[src/hw/rtl/tasi_pkg.sv]
// Shared constants and control types for the three-axis step interpolator.
package tasi_pkg;

    localparam int COUNT_BITS = 20;
    localparam int DIST_W     = 12;
    localparam int SPU_W      = 8;
    localparam int PROD_W     = DIST_W + SPU_W;
    localparam int WIDE_W     = 34;
    localparam int NUM_AXES   = 3;

    localparam logic [WIDE_W-1:0] CNT_MAX = (WIDE_W'(1) << COUNT_BITS) - WIDE_W'(1);

    localparam logic [SPU_W-1:0] SPU_RESET = SPU_W'(16);

    localparam logic IN_OP_START = 1'b0;
    localparam logic IN_OP_TICK  = 1'b1;

    localparam logic REG_IDX_SPU = 1'b0;

    typedef struct packed {
        logic                  load;
        logic                  tick;
        logic [COUNT_BITS-1:0] largest;
        logic [COUNT_BITS-1:0] acc_init;
    } tasi_ctrl_t;

endpackage

[src/hw/rtl/tasi_axis.sv]
// One axis of the interpolator: step count, accumulator and step decision.
module tasi_axis (
    input  logic                            aclk,
    input  logic                            aresetn,
    input  tasi_pkg::tasi_ctrl_t            ctrl,
    input  logic [tasi_pkg::COUNT_BITS-1:0] count_in,
    output logic                            step
);

    logic [tasi_pkg::COUNT_BITS-1:0] count_reg, count_next;
    logic [tasi_pkg::COUNT_BITS-1:0] acc_reg, acc_next;
    logic [tasi_pkg::COUNT_BITS:0]   sum;
    logic [tasi_pkg::COUNT_BITS:0]   diff;
    logic                            hit;

    // Accumulator stays below largest, count never exceeds it: sum fits one extra bit.
    assign sum  = {1'b0, acc_reg} + {1'b0, count_reg};
    assign hit  = sum >= {1'b0, ctrl.largest};
    assign diff = sum - {1'b0, ctrl.largest};
    assign step = ctrl.tick & hit;

    always_comb begin
        count_next = count_reg;
        acc_next   = acc_reg;
        if (ctrl.load) begin
            count_next = count_in;
            acc_next   = ctrl.acc_init;
        end else if (ctrl.tick) begin
            acc_next = hit ? diff[tasi_pkg::COUNT_BITS-1:0] : sum[tasi_pkg::COUNT_BITS-1:0];
        end
    end

    always_ff @(posedge aclk) begin
        if (!aresetn) begin
            count_reg <= '0;
            acc_reg   <= '0;
        end else begin
            count_reg <= count_next;
            acc_reg   <= acc_next;
        end
    end

endmodule

[src/hw/rtl/three_axis_step_interpolator_top.sv]
// Path from input transfer to result transfer: scale into the input register, then step
// into the output register.
// Throughput: one item per cycle; the input register takes an item while a result waits,
// and holds off only when it is full as well.
// Each tick is one add-compare-subtract per axis plus a tick counter decrement.
// Reset (aresetn low, synchronous): clears the move, directions and valid flags,
// and sets steps_per_unit to 16.
module three_axis_step_interpolator_top (
    input  logic        aclk,
    input  logic        aresetn,
    // APB configuration port
    input  logic        psel,
    input  logic        penable,
    input  logic        pwrite,
    input  logic [2:0]  paddr,
    input  logic [31:0] pwdata,
    output logic [31:0] prdata,
    output logic        pready,
    // input stream
    input  logic        s_axis_tvalid,
    output logic        s_axis_tready,
    input  logic [39:0] s_axis_tdata,  // dist_x[11:0], dist_y[23:12], dist_z[35:24], zero pad
    input  logic        s_axis_tuser,  // operation
    // result stream
    output logic        m_axis_tvalid,
    input  logic        m_axis_tready,
    output logic [7:0]  m_axis_tdata,  // step_x, step_y, step_z, dir_x, dir_y, dir_z, zero pad
    output logic        m_axis_tlast   // move_done
);

    localparam int CB = tasi_pkg::COUNT_BITS;
    localparam int DW = tasi_pkg::DIST_W;
    localparam int NA = tasi_pkg::NUM_AXES;

    // configuration
    logic [tasi_pkg::SPU_W-1:0] spu_reg;
    logic                       cfg_wr;

    assign pready = 1'b1;
    assign cfg_wr = psel & penable & pwrite & pready;
    assign prdata = (paddr[2] == tasi_pkg::REG_IDX_SPU) ? {24'd0, spu_reg} : 32'd0;

    always_ff @(posedge aclk) begin
        if (!aresetn) begin
            spu_reg <= tasi_pkg::SPU_RESET;
        end else if (cfg_wr && paddr[2] == tasi_pkg::REG_IDX_SPU) begin
            spu_reg <= pwdata[tasi_pkg::SPU_W-1:0];
        end
    end

    // scale stage: magnitudes times steps_per_unit, saturated to the count width
    logic [CB-1:0] cnt_scaled [NA];
    logic [NA-1:0] neg_in;

    always_comb begin
        logic [DW-1:0]               dist_raw;
        logic [DW-1:0]               mag;
        logic [tasi_pkg::PROD_W-1:0] prod;
        logic [tasi_pkg::WIDE_W-1:0] prod_wide;
        for (int i = 0; i < NA; i++) begin
            dist_raw  = s_axis_tdata[i*DW +: DW];
            neg_in[i] = dist_raw[DW-1];
            mag       = dist_raw[DW-1] ? (~dist_raw + DW'(1)) : dist_raw;
            prod      = tasi_pkg::PROD_W'(mag) * tasi_pkg::PROD_W'(spu_reg);
            prod_wide = tasi_pkg::WIDE_W'(prod);
            cnt_scaled[i] = (prod_wide > tasi_pkg::CNT_MAX) ? tasi_pkg::CNT_MAX[CB-1:0]
                                                            : prod_wide[CB-1:0];
        end
    end

    logic          in_valid_reg;
    logic          in_op_reg;
    logic [CB-1:0] in_cnt_reg [NA];
    logic [NA-1:0] in_neg_reg;
    logic          advance;

    assign advance       = in_valid_reg & (~m_axis_tvalid | m_axis_tready);
    assign s_axis_tready = ~in_valid_reg | advance;

    always_ff @(posedge aclk) begin
        if (!aresetn) begin
            in_valid_reg <= 1'b0;
        end else if (s_axis_tready) begin
            in_valid_reg <= s_axis_tvalid;
        end
    end

    always_ff @(posedge aclk) begin
        if (s_axis_tready && s_axis_tvalid) begin
            in_op_reg  <= s_axis_tuser;
            in_cnt_reg <= cnt_scaled;
            in_neg_reg <= neg_in;
        end
    end

    // step stage: move state and per-axis accumulators
    logic [CB-1:0] largest_reg, largest_next;
    logic [CB-1:0] ticks_reg, ticks_next;
    logic [NA-1:0] dir_reg, dir_next;
    logic [CB-1:0] big01, big;
    logic [NA-1:0] steps;
    logic          is_start, is_tick;
    logic          done;
    tasi_pkg::tasi_ctrl_t ctrl;

    assign big01 = (in_cnt_reg[0] > in_cnt_reg[1]) ? in_cnt_reg[0] : in_cnt_reg[1];
    assign big   = (big01 > in_cnt_reg[2]) ? big01 : in_cnt_reg[2];

    assign is_start = advance & (in_op_reg == tasi_pkg::IN_OP_START);
    assign is_tick  = advance & (in_op_reg == tasi_pkg::IN_OP_TICK) & (ticks_reg != '0);

    assign ctrl.load     = is_start;
    assign ctrl.tick     = is_tick;
    assign ctrl.largest  = largest_reg;
    assign ctrl.acc_init = (big == '0) ? '0 : big - CB'(1);

    for (genvar g = 0; g < NA; g++) begin : g_axis
        tasi_axis u_axis (
            .aclk     (aclk),
            .aresetn  (aresetn),
            .ctrl     (ctrl),
            .count_in (in_cnt_reg[g]),
            .step     (steps[g])
        );
    end

    always_comb begin
        largest_next = largest_reg;
        ticks_next   = ticks_reg;
        dir_next     = dir_reg;
        if (is_start) begin
            largest_next = big;
            ticks_next   = big;
            dir_next     = in_neg_reg;
        end else if (is_tick) begin
            ticks_next = ticks_reg - CB'(1);
        end
        done = (ticks_next == '0);
    end

    always_ff @(posedge aclk) begin
        if (!aresetn) begin
            largest_reg <= '0;
            ticks_reg   <= '0;
            dir_reg     <= '0;
        end else begin
            largest_reg <= largest_next;
            ticks_reg   <= ticks_next;
            dir_reg     <= dir_next;
        end
    end

    // output register
    logic       out_valid_reg;
    logic [7:0] out_data_reg;
    logic       out_last_reg;

    always_ff @(posedge aclk) begin
        if (!aresetn) begin
            out_valid_reg <= 1'b0;
        end else if (advance) begin
            out_valid_reg <= 1'b1;
        end else if (m_axis_tready) begin
            out_valid_reg <= 1'b0;
        end
    end

    always_ff @(posedge aclk) begin
        if (advance) begin
            out_data_reg <= {2'b00, dir_next, steps};
            out_last_reg <= done;
        end
    end

    assign m_axis_tvalid = out_valid_reg;
    assign m_axis_tdata  = out_data_reg;
    assign m_axis_tlast  = out_last_reg;

endmodule

[config.mk]
export PLATFORM = sky130hd
export DESIGN_NAME = three_axis_step_interpolator_top
export DESIGN_NICKNAME = d
export VERILOG_FILES = /design/src/hw/rtl/tasi_pkg.sv /design/src/hw/rtl/tasi_axis.sv /design/src/hw/rtl/three_axis_step_interpolator_top.sv
export SDC_FILE = /design/constraint.sdc
export NUM_CORES = 1
export LEC_CHECK = 0
export BUFFER_PORTS_ARGS = -buffer_cell sky130_fd_sc_hd__buf_2
export CELL_PAD_IN_SITES_DETAIL_PLACEMENT = 1
export CELL_PAD_IN_SITES_GLOBAL_PLACEMENT = 1
export CORE_UTILIZATION = 30
export DETAILED_ROUTE_END_ITERATION = 10
export PLACE_DENSITY_LB_ADDON = 0.2
export SYNTH_ARGS = -nofsm -noshare
export SYNTH_HDL_FRONTEND = slang
export SYNTH_SLANG_ARGS = --single-unit
[constraint.sdc]
create_clock -name aclk -period 8.5 [get_ports aclk]
set_input_delay 0.425 -clock aclk [delete_from_list [all_inputs] [get_ports aclk]]
set_output_delay 0.425 -clock aclk [all_outputs]
set_load 0.01 [all_outputs]
==> flow_summary.ini <==
[placement]
dp_hpwl_um = 70000
gp_congestion = 0.879
port_buffers = 69

[synth]
synthCells = 3080
synth.area.top_cells = fa_1, ha_1, dfxtp_1
synth_top_family_by_area = adder cells
synth_most_common_cell = nand2_1
synth_xor_xnor_area_share_pct = 6.34
synth.avg_cell_area_um2 = 8.52
yosysTopAreaCellShare_pct = 14.2
netlist_area_um2 = 26200
synth_mux_area_share_pct = 2.99
postSynth.asyncResetShare_pct = 0
synthSimpleGateAreaFrac_pct = 18.3
yosysTopAreaCell = fa_1
synth_compound_area_share_pct = 16.2
synth_seq_area_share_pct = 21.3
synth-edff-count = 71
yosysWarnings = 0
synth.distinct_cells = 68
netlist_top_cells_count = nand2_1, inv_1, ha_1
synthAdderAreaFrac_pct = 27.8
synth_seq_cells = 244
ys.flop_type = dfxtp_1

[detailed_routing]
drt_wl_total_um = 87100
via_per_inst = 5.10
dr_total_vias = 21877
dr.pass1.iters = 7
drc_errors = 0
ant_nets = 0
post_drt_wl_per_cell_um = 20.3
drt-initial-drc-count = 962

[global_route]
grt_pass1_wl_um = 136000
grt_max_degree = 95
grtUsageTotal_pct = 19.5
grt_pass1_vias = 23769
antenna_found_initial = 0
grt_overflow = 0

[run_status]
outcome = complete, no violations

[floorplan]
fp.dieW_um = 298
die_area_um2 = 88600
die_y_um = 298
fp-row-count = 108
core_area_um2 = 86800
io_pins = 127
start_util_pct = 30.2

[pwr]
ir_drop_mv = 0.111
p_switching_mw = 2.29
switching_share_pct = 41.1
internal_power_mw = 3.29
clkPwrFrac_pct = 26.3
seq_power_share_pct = 25.8
power_density_nw_per_um2 = 193
p_leak_nw = 12.8
p_comb_share_pct = 47.9

[clocking]
clock_path_buffers = 3
cts_max_level = 2
clk_pin_slew_ps = 60
cts.root.buffer_cell = clkbuf_16
cts_inserted_buffers = 35
clk_latency_ps = 570
cts_tree = yes
cts_sinks = 244
post_cts.repair.setup_buffers = 0

[cells_and_area]
area_growth_pct = 10.5
drive_above_1_share_pct = 7.72
nNetsFinal = 3665

[sta]
skew_ps = 44.6
finalCritPeriodShare_pct = 88.8
tns_ps = 0
slew_viol_final = 0
hold_ws_ps = 119
finalSetupViolCount = 0
min_period_ps = 7550
rsz0062_at_grt = false
hold_viol_final = 0
relSlewSlack_pct = 21.1
max_slew.worst_pin.slew_ps = 1180
max_freq_mhz = 132

[run]
max_cap_violations = 0

[critical_path]
critPathMaxFanout = 20
crit_arrival_ps = 7980
cp-end-kind = register
cp.required_ps = 8930
start_kind = register
ff2ff_setup_slack_ps = 950
worstSetupPathType = reg -> reg

[min_path]
worstHoldPathType = in -> reg
-- cell families (layout without fill, tap and decap cells) --
logic type,count (synthesis),after routing
simple gates,1008,1008
compound gates,629,629
fa+ha+maj,472,472
buf+inv,459,490
flops,244,244
xor+xnor,190,190
mux,76,76
other cells,2,28
-- metal layers --
| metal | GRT usage (%) | up-vias | share of wire [%] |
|---|---|---|---|
| li1 | - | 10463 | - |
| met4 | 5.81 | 0 | 2.7 |
| met2 | 34.8 | 316 | 49 |
| met1 | 24.8 | 10990 | 45 |
| met5 | 0 | - | 0 |
| met3 | 1.77 | 108 | 2.7 |
-- per-stage QoR --
step / instances / utilization (%) / worst slack (ps) / power, mW / cell area [µm²]
after detailed placement: 4227 / 32.1 / 1020 / 4.14 / 27800
final: 4292 / 33.4 / 949 / 5.59 / 29000
after floorplan: 3105 / - / 1890 / 3.37 / 26300
after global placement: 4227 / 32.1 / 1180 / 4.07 / 27800
after global routing: 4291 / 33.4 / 433 / 5.97 / 29000
after CTS: 4291 / 33.4 / 1020 / 5.66 / 29000
-- power groups by stage --
stage	Combinational, mW	Sequential [mW]	Clock, mW
after global placement	2.60	1.46	0
after CTS	2.70	1.44	1.52
after detailed placement	2.67	1.47	0
final	2.68	1.44	1.47
after global routing	2.96	1.46	1.56
after floorplan	1.96	1.41	0
-- repair_timing --
item | 4_1_cts | 5_1_grt
hold buffers | 1 | 0
hold endpoints to repair | 1 | 0
resized for setup | 0 | 0
-- area by class of cell --
class                   count  area, µm²
flip-flops and latches    244       5600
diodes                      1       2.50
well taps                1155       1450
inverters                 316       1190
multi-input cells        2402      18900
clock buffers              48        955
repair buffers            111        666
clock inverters            15        179
fillers                 10305      57800
-- path summary, 6_finish.rpt --
| path | depth (start not counted) | from | end |
|---|---|---|---|
| max | 21 | in_cnt_reg[38] | g_axis[1].u_axis.acc_reg[13] |
| min | 3 | pwdata[4] | spu_reg[4] |
| max reg2reg | 21 | in_cnt_reg[38] | g_axis[1].u_axis.acc_reg[13] |
| min reg2reg | 2 | largest_reg[15] | largest_reg[15] |
-- worst max-delay path, cell delays in order, from the launching register on --
cell      delay, ps
edfxtp_1        420
inv_1            60
ha_1            310
nand4_1         190
or4_1           640
or3_1           430
o21a_1          370
a221o_1         490
ha_1            300
nor2b_1         130
o21a_1          160
o21a_1          170
o21ai_0         180
a21boi_0        180
o31ai_4         530
buf_4           360
mux2i_1         460
nand4_1         370
nor4_4          570
a21oi_1         400
o22ai_1         550
a21oi_1         140
-- cell usage in the layout, fill, tap and decap left out, types with 68 or more instances in the layout --
master	netlist	final
a21boi_0	85	85
a21oi_1	153	153
and2_1	128	127
buf_2	1	68
dfxtp_1	173	172
edfxtp_1	71	71
fa_1	186	186
ha_1	286	286
inv_1	316	316
nand2_1	413	412
nor2_1	168	168
nor2b_1	90	89
o21ai_0	119	118
xnor2_1	145	145
No activity file was read; power rests on OpenSTA's default activity.
